## config.mk

```make
export PLATFORM = sky130hd
export DESIGN_NAME = ber_tlv_header_decoder_top
export DESIGN_NICKNAME = d
export VERILOG_FILES = /design/src/sv/btlv_pkg.sv /design/src/sv/ber_tlv_header_decoder_top.sv /design/src/sv/btlv_core.sv /design/src/sv/btlv_out_reg.sv
export SDC_FILE = /design/constraint.sdc
export NUM_CORES = 1
export LEC_CHECK = 0
export ABC_AREA = 0
export BUFFER_PORTS_ARGS = -buffer_cell sky130_fd_sc_hd__buf_2
export CAP_MARGIN = 20
export CORE_UTILIZATION = 24
export DETAILED_ROUTE_END_ITERATION = 16
export GPL_ROUTABILITY_DRIVEN = 0
export GPL_TIMING_DRIVEN = 0
export SLEW_MARGIN = 20
export SYNTH_ARGS = -nofsm -noshare
export SYNTH_HDL_FRONTEND = slang
export SYNTH_SLANG_ARGS = --single-unit
```

## constraint.sdc

```tcl
create_clock -name clk -period 5.04 [get_ports clk]
set_input_delay 1.008 -clock clk [delete_from_list [all_inputs] [get_ports clk]]
set_output_delay 1.008 -clock clk [all_outputs]
set_load 0.005 [all_outputs]
```

## src/sv/btlv_pkg.sv

```systemverilog
// Shared types and defaults for the BER-TLV header decoder.
`default_nettype none
package btlv_pkg;

  localparam int TAG_MAX_BYTES_DEF = 4;
  localparam int LEN_BYTES_DEF     = 4;

  localparam int TDATA_W = 72;

  typedef enum logic [3:0] {
    PH_TAG_FIRST = 4'b0001,
    PH_TAG_MORE  = 4'b0010,
    PH_LEN_FIRST = 4'b0100,
    PH_LEN_MORE  = 4'b1000
  } phase_t;

  typedef enum logic [2:0] {
    ST_OK       = 3'd0,
    ST_ZERO_TAG = 3'd1,
    ST_TAG_LONG = 3'd2,
    ST_TRUNC    = 3'd3,
    ST_INDEF    = 3'd4,
    ST_LEN_LONG = 3'd5
  } status_t;

  typedef struct packed {
    status_t     status;
    logic [3:0]  header_bytes;
    logic [31:0] length_value;
    logic [31:0] tag_value;
  } result_t;

endpackage
`default_nettype wire

```

## src/sv/ber_tlv_header_decoder_top.sv

```systemverilog
// Top level of the BER-TLV header decoder: input register, decode core, result register.
//
// Usage: header bytes enter one per request on the s_ channel (s_tdata holds the
// byte, s_tlast marks the last byte left in the buffer). When a tag and length
// have been decoded, or decoding fails, one result leaves on the m_ channel with
// the tag, the length, the header byte count and a status code. Bytes that do
// not end a header produce no output.
// Path: the byte that ends the header is accepted into the input register, then its
// result is captured by the result register, which raises m_tvalid; a stall on
// m_tready can hold that byte in the input register between the two.
// Throughput: one byte per cycle while no result is held back by m_tready; the decode
// step between the two registers is a single shift, merge and a few small compares.
// Reset: rst clears the decode state to expect a first tag byte and empties both
// registers.
// Stall: while m_tready is low and a result is held, the input register stops
// advancing and s_tready drops once it is full; nothing is lost or repeated.
`default_nettype none
module ber_tlv_header_decoder_top #(
  parameter int TAG_MAX_BYTES = btlv_pkg::TAG_MAX_BYTES_DEF,
  parameter int LEN_BYTES     = btlv_pkg::LEN_BYTES_DEF
) (
  input  wire logic                         clk,
  input  wire logic                         rst,
  input  wire logic                         s_tvalid,
  output logic                              s_tready,
  // data_byte[7:0]
  input  wire logic [7:0]                   s_tdata,
  input  wire logic                         s_tlast,
  output logic                              m_tvalid,
  input  wire logic                         m_tready,
  // tag_value[31:0], length_value[63:32], header_bytes[67:64], status[70:68], zero[71]
  output logic [btlv_pkg::TDATA_W-1:0]      m_tdata
);
  import btlv_pkg::*;

  logic       in_valid;
  logic [7:0] in_byte;
  logic       in_last;
  logic       can_take;
  logic       step;
  logic       res_valid;
  result_t    res;

  // The held byte is decoded only when the result register can take its result.
  assign step     = in_valid && can_take;
  assign s_tready = !in_valid || can_take;

  always_ff @(posedge clk) begin
    if (rst) begin
      in_valid <= 1'b0;
    end else if (s_tready) begin
      in_valid <= s_tvalid;
    end
  end

  always_ff @(posedge clk) begin
    if (s_tready && s_tvalid) begin
      in_byte <= s_tdata;
      in_last <= s_tlast;
    end
  end

  btlv_core #(
    .TAG_MAX_BYTES(TAG_MAX_BYTES),
    .LEN_BYTES    (LEN_BYTES)
  ) u_core (
    .clk            (clk),
    .rst            (rst),
    .step           (step),
    .data_byte      (in_byte),
    .last_available (in_last),
    .res_valid      (res_valid),
    .res            (res)
  );

  btlv_out_reg u_out (
    .clk       (clk),
    .rst       (rst),
    .res_valid (res_valid),
    .res       (res),
    .can_take  (can_take),
    .m_tvalid  (m_tvalid),
    .m_tready  (m_tready),
    .m_tdata   (m_tdata)
  );

endmodule
`default_nettype wire

```

## src/sv/btlv_core.sv

```systemverilog
// Decode state and per-byte step logic for tag and length parsing.
`default_nettype none
module btlv_core #(
  parameter int TAG_MAX_BYTES = btlv_pkg::TAG_MAX_BYTES_DEF,
  parameter int LEN_BYTES     = btlv_pkg::LEN_BYTES_DEF
) (
  input  wire logic             clk,
  input  wire logic             rst,
  input  wire logic             step,
  input  wire logic [7:0]       data_byte,
  input  wire logic             last_available,
  output logic                  res_valid,
  output btlv_pkg::result_t     res
);
  import btlv_pkg::*;

  localparam logic [4:0] TagMultiMask = 5'h1f;
  localparam logic [3:0] TagMax = 4'(TAG_MAX_BYTES);
  localparam logic [6:0] LenMax = 7'(LEN_BYTES);

  phase_t      phase, phase_next;
  logic [31:0] tag_accum, tag_accum_next;
  logic [3:0]  tag_count, tag_count_next;
  logic [31:0] length_accum, length_accum_next;
  logic [3:0]  length_left, length_left_next;
  logic [3:0]  byte_total, byte_total_next;

  logic        done;
  status_t     st;
  logic [6:0]  len_count;

  always_comb begin
    phase_next        = phase;
    tag_accum_next    = tag_accum;
    tag_count_next    = tag_count;
    length_accum_next = length_accum;
    length_left_next  = length_left;
    byte_total_next   = (byte_total != 4'hf) ? byte_total + 4'd1 : byte_total;
    done              = 1'b0;
    st                = ST_OK;
    len_count         = data_byte[6:0];

    case (phase)
      PH_TAG_FIRST: begin
        tag_accum_next = {24'd0, data_byte};
        tag_count_next = 4'd1;
        if (data_byte == 8'd0) begin
          done = 1'b1;
          st   = ST_ZERO_TAG;
        end else if (data_byte[4:0] != TagMultiMask) begin
          if (last_available) begin
            done = 1'b1;
            st   = ST_TRUNC;
          end else begin
            phase_next = PH_LEN_FIRST;
          end
        end else if (last_available) begin
          done = 1'b1;
          st   = ST_TRUNC;
        end else if (tag_count_next >= TagMax) begin
          done = 1'b1;
          st   = ST_TAG_LONG;
        end else begin
          phase_next = PH_TAG_MORE;
        end
      end
      PH_TAG_MORE: begin
        tag_accum_next = {tag_accum[23:0], data_byte};
        tag_count_next = (tag_count != 4'hf) ? tag_count + 4'd1 : tag_count;
        if (last_available) begin
          // Both outcomes need another byte: more tag, or the length.
          done = 1'b1;
          st   = ST_TRUNC;
        end else if (data_byte[7]) begin
          if (tag_count_next >= TagMax) begin
            done = 1'b1;
            st   = ST_TAG_LONG;
          end else begin
            phase_next = PH_TAG_MORE;
          end
        end else begin
          phase_next = PH_LEN_FIRST;
        end
      end
      PH_LEN_FIRST: begin
        if (!data_byte[7]) begin
          length_accum_next = {25'd0, data_byte[6:0]};
          done              = 1'b1;
          st                = ST_OK;
        end else if (len_count == 7'd0) begin
          done = 1'b1;
          st   = ST_INDEF;
        end else if (last_available) begin
          done = 1'b1;
          st   = ST_TRUNC;
        end else if (len_count > LenMax) begin
          done = 1'b1;
          st   = ST_LEN_LONG;
        end else begin
          length_accum_next = 32'd0;
          length_left_next  = len_count[3:0];
          phase_next        = PH_LEN_MORE;
        end
      end
      PH_LEN_MORE: begin
        length_accum_next = {length_accum[23:0], data_byte};
        length_left_next  = (length_left != 4'd0) ? length_left - 4'd1 : length_left;
        if (length_left_next == 4'd0) begin
          done = 1'b1;
          st   = ST_OK;
        end else if (last_available) begin
          done = 1'b1;
          st   = ST_TRUNC;
        end
      end
      default: begin
        phase_next = PH_TAG_FIRST;
      end
    endcase

    res.tag_value    = tag_accum_next;
    res.length_value = (st == ST_OK) ? length_accum_next : 32'd0;
    res.header_bytes = byte_total_next;
    res.status       = st;
    res_valid        = step && done;
  end

  always_ff @(posedge clk) begin
    if (rst) begin
      phase        <= PH_TAG_FIRST;
      tag_accum    <= 32'd0;
      tag_count    <= 4'd0;
      length_accum <= 32'd0;
      length_left  <= 4'd0;
      byte_total   <= 4'd0;
    end else if (step) begin
      if (done) begin
        phase        <= PH_TAG_FIRST;
        tag_accum    <= 32'd0;
        tag_count    <= 4'd0;
        length_accum <= 32'd0;
        length_left  <= 4'd0;
        byte_total   <= 4'd0;
      end else begin
        phase        <= phase_next;
        tag_accum    <= tag_accum_next;
        tag_count    <= tag_count_next;
        length_accum <= length_accum_next;
        length_left  <= length_left_next;
        byte_total   <= byte_total_next;
      end
    end
  end

endmodule
`default_nettype wire

```

## src/sv/btlv_out_reg.sv

```systemverilog
// Result register that holds one decoded header for the output stream.
`default_nettype none
module btlv_out_reg (
  input  wire logic                              clk,
  input  wire logic                              rst,
  input  wire logic                              res_valid,
  input  wire btlv_pkg::result_t                 res,
  output logic                                   can_take,
  output logic                                   m_tvalid,
  input  wire logic                              m_tready,
  // tag_value[31:0], length_value[63:32], header_bytes[67:64], status[70:68], zero[71]
  output logic [btlv_pkg::TDATA_W-1:0]           m_tdata
);
  import btlv_pkg::*;

  result_t held;

  assign can_take = !m_tvalid || m_tready;
  assign m_tdata  = {1'b0, held.status, held.header_bytes, held.length_value,
                     held.tag_value};

  always_ff @(posedge clk) begin
    if (rst) begin
      m_tvalid <= 1'b0;
    end else if (can_take) begin
      m_tvalid <= res_valid;
    end
  end

  always_ff @(posedge clk) begin
    if (can_take && res_valid) begin
      held <= res;
    end
  end

endmodule
`default_nettype wire
```

==> results.json, run 1 <==
{
  "status": "finished, final reports clean",
  "wire_per_inst_um": 15.7,
  "yosysWarnings": 0,
  "finalHoldViolCount": 0,
  "pwr-share-clk_pct": 45.1,
  "slew_viol_final": 0,
  "setup_viol": 0,
  "cts_buffer_depth": 2,
  "period_share_pct": 67.9,
  "powerDensity_nw_per_um2": 350,
  "clk_root_buffer_cell": "clkbuf_16",
  "hold_buffers": 0,
  "cp-start-kind": "flip-flop",
  "r2r-start": "in_byte[4]$_DFFE_PP_",
  "synthMuxAreaShare_pct": 2.06,
  "synth-compound-area-share_pct": 19.1,
  "grt_overflow_total": 0,
  "min_to": "u_core.tag_accum[30]$_SDFFE_PP0P_",
  "grt_max_degree": 28,
  "grt_setup_unrepaired": "no",
  "worst_setup_path_end_kind": "flip-flop",
  "hold_start": "u_core.tag_accum[30]$_SDFFE_PP0P_",
  "grtUsageMet3_pct": 3.32,
  "ios": 87,
  "clock_sinks": 162,
  "fp.dieW_um": 172,
  "synthesis.area_sq_um": 6930,
  "post-dp-hpwl_um": 12400,
  "power_frac_seq_pct": 47.9,
  "reg2reg_depth": 8,
  "tritoncts": "yes",
  "dr.pass1.iters": 5,
  "synth_top_family_by_area": "compound AO/OA/AOI/OAI gates",
  "p_comb_share_pct": 7.0,
  "path_max_fanout": 27,
  "busiest_layer": "met2",
  "power.leakage_nw": 2.97,
  "tightest_slew_ps": 717,
  "p_int_w": 0.00228,
  "yosys_register_bits": 162,
  "fin_skew_ps": 10.2,
  "core_sq_um": 28100,
  "fillCellCount": 2972,
  "max_freq_ghz": 0.292,
  "core.rowCount": 61,
  "drt_iter0_drc": 420,
  "ir_drop_uv": 180,
  "synthesis.nets": 635,
  "crit_arrival_ps": 3550,
  "antenna_found_initial": 2,
  "crit_type": "flip-flop to flip-flop",
  "yosys.area_share.simple_pct": 13.8,
  "syn_to_final_growth_pct": 22.5,
  "utilization_pct": 30.2,
  "synthAdderAreaFrac_pct": 0.687,
  "netlist_instances": 619,
  "ant_nets": 0,
  "relSlewSlack_pct": 52.0,
  "h-tree-depth": 4,
  "synthFlopType": "dfxtp_1",
  "track_usage_pct": 12.3,
  "ys_types": 64,
  "port_buffers": 85,
  "vias_per_cell": 4.72,
  "clock_latency_ps": 440,
  "postCtsSetupRepairBufs": 0,
  "nets": 741,
  "cts.repair.resized": 0,
  "via_count": 5274,
  "grt_pass1_vias": 5081,
  "wl_um": 17600,
  "maxCapViolCount": 0,
  "grt_pass1_wl_um": 27600,
  "finalSetupTns_ps": 0,
  "holdPathStages": 2,
  "p_sw_w": 0.000692,
  "switching_share_pct": 23.3,
  "rr_endpoint": "u_out.m_tdata[50]$_SDFFCE_PP0P_",
  "cts.clk_slew.worst_paths_ps": 70,
  "initial_core_util_pct": 24.7,
  "hp-class": "flip-flop to flip-flop",
  "drcViolationCount": 0,
  "grtUsageMet2_pct": 18.3,
  "synth-edff-count": 80,
  "synthXorXnorAreaFrac_pct": 0.759,
  "drive_gt1_share_pct": 21.5,
  "met1_usage_pct": 16.5,
  "required_ps": 5170,
  "synthArstFlopShare_pct": 0,
  "cts_buffers": 17,
  "post_synth.cell_area_avg_sq_um": 11.2,
  "fp.dieH_um": 172,
  "fin_crit_ps": 3420,
  "rrSetupSlack_ps": 1620,
  "seq_area_frac_synth_pct": 58.4,
  "die_area_sq_um": 29500
}
-- cell usage after synthesis (3+ instances only) --
cell type  number  share of area, %
a22o_1         56               7.1
a21oi_1        46               3.3
xor2_1          4              0.51
nor2_1         49               2.7
o211ai_1        5              0.54
nor2b_1         4              0.36
nor3_1          7              0.51
a21o_1          3              0.33
o41ai_1         3              0.38
a22oi_1        33               3.6
buf_6          15               2.4
buf_2           3              0.22
o31ai_1         3              0.33
nand2b_1        4              0.36
o21ai_0         8              0.58
mux2_2         10               1.6
nand3b_1        4              0.43
mux2i_1         3              0.43
dfxtp_1        82                24
nand4_1         4              0.36
edfxtp_1       80                35
inv_1           6              0.33
or2_2           4              0.36
nand3_1        42               3.0
nand2_1        51               2.8
buf_1           3              0.16
ha_1            3              0.54
o21a_1          3              0.33
nand4b_1        3              0.38
clkbuf_1       34               1.8
-- state kept, by name, indices dropped and copies added, names as in the netlist --
signal,count
in_byte,8
in_last,1
in_valid,1
u_core.byte_total,4
u_core.length_accum,32
u_core.length_left,4
u_core.phase,4
u_core.tag_accum,32
u_core.tag_count,4
u_out.m_tdata,71
u_out.m_tvalid,1
-- cell usage in the layout, fill, tap and decap left out, drive strengths merged, types with 5 or more instances in the layout --
cell and count:
buf 109, dfxtp 82, edfxtp 80, a22o 56
clkbuf 52, nand2 51, nor2 50, a21oi 46
nand3 42, a22oi 33, mux2 10, inv 10
o21ai 9, nor3 7, o211ai 5, clkinv 5
-- power by group through the flow --
stage               Sequential, W  Clock, W  Combinational, W
global route              0.00143   0.00142          0.000229
finish                    0.00142   0.00134          0.000209
detailed placement        0.00145         0          0.000208
floorplan                 0.00145         0          0.000132
CTS                       0.00142   0.00137          0.000209
global placement          0.00145         0          0.000204
-- layout make-up --
type                    count  area (sq um)  area share, %
flip-flops and latches    162          4040           47.7
multi-input cells         395          2530           29.8
well taps                 378           473           5.57
repair buffers             87           465           5.49
clock buffers              18           439           5.18
plain buffers              56           330           3.89
clock inverters            14           178           2.09
inverters                   6          22.5          0.265
diodes                      2          5.00         0.0590
-- metal layers --
layer	wire, um	vias to the layer above	part of all wire, %
li1	-	2538	-
met4	405	0	2.3
met1	8260	2551	47
met3	961	32	5.5
met2	7950	153	45
met5	0	-	0
-- critical path: stages, from the launching register on --
cell and delay [ps]:
edfxtp_1 480, or4_1 600, buf_2 200, or3_4 380
o22a_2 220, a31o_1 240, buf_6 140, nor2_4 530
buf_12 270
-- through the flow --
stage	cell area, sq um	setup WS [ps]	power [W]	hold slack (ps)	std cells
global route	8480	1430	0.00308	468	1116
detailed placement	7860	1640	0.00166	444	1084
CTS	8480	1620	0.00300	451	1116
floorplan	6930	1530	0.00158	432	619
finish	8490	1620	0.00297	452	1118
global placement	7820	778	0.00166	438	1082
-- how the worst max path moves through the flow --
stage,from,endpoint,slack (ps),cells past startpoint
global placement,in_byte[4]$_DFFE_PP_,u_core.phase[3]$_SDFFE_PP0P_,780,8
finish,in_byte[4]$_DFFE_PP_,u_out.m_tdata[50]$_SDFFCE_PP0P_,1620,8
global route,in_byte[4]$_DFFE_PP_,u_out.m_tdata[58]$_SDFFCE_PP0P_,1430,8
detailed placement,in_byte[4]$_DFFE_PP_,u_out.m_tdata[46]$_SDFFCE_PP0P_,1640,8
floorplan,in_byte[4]$_DFFE_PP_,u_out.m_tdata[0]$_DFFE_PP_,1530,7
CTS,in_byte[4]$_DFFE_PP_,u_out.m_tdata[58]$_SDFFCE_PP0P_,1620,8
-- kinds of logic after synthesis --
family / after synthesis
buffers and inverters: 62
AND/OR/NAND/NOR: 191
multiplexers: 13
AO/OA/AOI/OAI: 180
XOR/XNOR: 6
other: 1
flip-flops: 162
adder cells (fa/ha/maj): 4
(Power assumes the default switching activity.)
==> run 2: changes to the inputs <==
==> constraint.sdc (replaced) <==
create_clock -name clk -period 2.9 [get_ports clk]
set_input_delay 0.58 -clock clk [delete_from_list [all_inputs] [get_ports clk]]
set_output_delay 0.58 -clock clk [all_outputs]
set_load 0.005 [all_outputs]
==> results.json, run 2 (same netlist as run 1, synthesis figures left out) <==
{
  "min_to": "in_byte[6]$_DFFE_PP_",
  "cp-start-kind": "flip-flop",
  "mostFrequentLayoutCell": "buf_2",
  "final_cell_mix": "buf_2 (87), dfxtp_1 (82), edfxtp_1 (80)",
  "hold_start": "s_tdata[6]",
  "nets": 752,
  "whs_ps": 328,
  "ir_drop_uv": 302,
  "cts.clk_slew.worst_paths_ps": 60,
  "reg2reg_depth": 8,
  "wire_per_inst_um": 16.0,
  "hp-class": "primary input to flip-flop",
  "r2r-start": "in_byte[1]$_DFFE_PP_",
  "port_buffers": 85,
  "via_count": 5318,
  "antenna_found_initial": 2,
  "drcViolationCount": 0,
  "met1_usage_pct": 16.4,
  "rr_endpoint": "u_out.m_tdata[4]$_DFFE_PP_",
  "dp.cells": 1084,
  "dr.pass1.iters": 5,
  "grt_pass1_wl_um": 27900,
  "setup_viol": 0,
  "path_max_fanout": 9,
  "grt_overflow_total": 0,
  "finalHoldViolCount": 0,
  "status": "finished, final reports clean",
  "crit_family": "simple AND/OR/NAND/NOR gates",
  "required_ps": 3050,
  "grt_setup_unrepaired": "no",
  "cts_buffer_depth": 2,
  "h-tree-depth": 4,
  "power.leakage_nw": 3.05,
  "cpMostUsedCell": "buf_6",
  "worst_setup_path_end_kind": "flip-flop",
  "cts_buffers": 17,
  "grt_pass1_vias": 5080,
  "fin_cells": 1128,
  "critical_path_buf_inv_count": 3,
  "power.total_w": 0.00521,
  "wl_um": 18100,
  "drive_gt1_share_pct": 23.5,
  "core.rowCount": 61,
  "path_cells": "or3_1, or3_4, o22a_4, a31o_1, buf_6, nor2_4, buf_6, clkbuf_16",
  "grtUsageMet3_pct": 3.50,
  "tightest_slew_ps": 786,
  "clk_root_buffer_cell": "clkbuf_16",
  "dp_slack_ps": -630,
  "fin_crit_ps": 2820,
  "fp.dieW_um": 172,
  "fp.dieH_um": 172,
  "grt_max_degree": 28,
  "clock_latency_ps": 430,
  "slew_viol_final": 0,
  "initial_core_util_pct": 24.7,
  "rrSetupSlack_ps": 80,
  "tritoncts": "yes",
  "die_area_sq_um": 29500,
  "vias_per_cell": 4.71,
  "busiest_layer": "met2",
  "drt_iter0_drc": 433,
  "syn_to_final_growth_pct": 24.9,
  "maxCapViolCount": 0,
  "relSlewSlack_pct": 47.6,
  "crit_arrival_ps": 2970,
  "ant_nets": 0,
  "cpPeakStageDelay_ps": 580,
  "holdPathStages": 1,
  "final.setup.worst_slack_ps": 76.9,
  "powerDensity_nw_per_um2": 602,
  "max_freq_ghz": 0.354,
  "hold_buffers": 0,
  "period_share_pct": 97.3,
  "clock_sinks": 162,
  "largest_reg_flops": 71,
  "cpMaxStageDelayCell": "edfxtp_1",
  "fin_skew_ps": 11.6,
  "core_sq_um": 28100,
  "grtUsageMet2_pct": 19.1,
  "post-dp-hpwl_um": 12400,
  "ios": 87,
  "track_usage_pct": 12.5,
  "crit_type": "flip-flop to flip-flop"
}
## run 2: cell count changes in the layout (fill, tap and decap cells not counted), sizes merged
cell	change
buf	+11
nor2	+1
inv	+1
clkbuf	-1
clkinv	-1
diode	-1
## run 2: layout make-up
type / instances / area [sq um]
clock inverter: 14 / 176
fill: 2924 / 19400
sequential: 162 / 4040
tap: 378 / 473
inverter: 6 / 22.5
multi-input combinational: 396 / 2550
antenna: 1 / 2.50
clock buffer: 18 / 439
timing repair buffer: 100 / 616
buffer: 53 / 322
## run 2: routing by layer
| metal | routed length (um) | share of wire, % |
|---|---|---|
| met1 | 8420 | 47 |
| met4 | 346 | 1.9 |
| met5 | 12 | 0.066 |
| met3 | 1050 | 5.8 |
| met2 | 8260 | 46 |
## run 2: worst max-delay path by stage
stage	start	cells after the start	slack (ps)	to
floorplan	in_byte[6]$_DFFE_PP_	7	-590	u_out.m_tdata[0]$_DFFE_PP_
global placement	in_byte[6]$_DFFE_PP_	8	-1260	u_core.phase[1]$_SDFFE_PP0P_
detailed placement	u_core.phase[2]$_SDFFE_PP0P_	9	-630	u_out.m_tdata[45]$_SDFFCE_PP0P_
CTS	in_byte[6]$_DFFE_PP_	8	-0.8	u_out.m_tdata[41]$_SDFFCE_PP0P_
global route	in_byte[2]$_DFFE_PP_	9	20	u_out.m_tdata[39]$_SDFFCE_PP0P_
finish	in_byte[1]$_DFFE_PP_	8	80	u_out.m_tdata[4]$_DFFE_PP_
## run 2: what timing repair did
item,CTS,global route
setup buffers,6,5
hold endpoints to repair,0,0
gates cloned,3,1
pin swaps,1,2
gates resized for setup,3,7
setup endpoints to repair,76,48
## run 2: worst reg2reg max path, stage by stage, from the launching register on
cell       delay [ps]
edfxtp_1          580
or3_1             440
or3_4             400
o22a_4            230
a31o_1            210
buf_6             130
nor2_4            230
buf_6             180
clkbuf_16         160
## run 2: power by group
group	internal (W)	leakage (nW)	total, W	switching, W
combinational	0.000150	1.34	0.000397	0.000247
sequential	0.00245	1.42	0.00247	0.0000270
clock	0.00139	0.298	0.00233	0.000945
total	0.00399	3.05	0.00521	0.00122
## run 2: through the flow
step,utilization [%],TNS (ps),instance area (sq um)
floorplan,-,-43570,6940
global placement,27.9,-90610,7840
detailed placement,28.0,-31670,7880
CTS,30.6,-2.08,8590
global route,30.8,0,8650
finish,30.8,0,8650
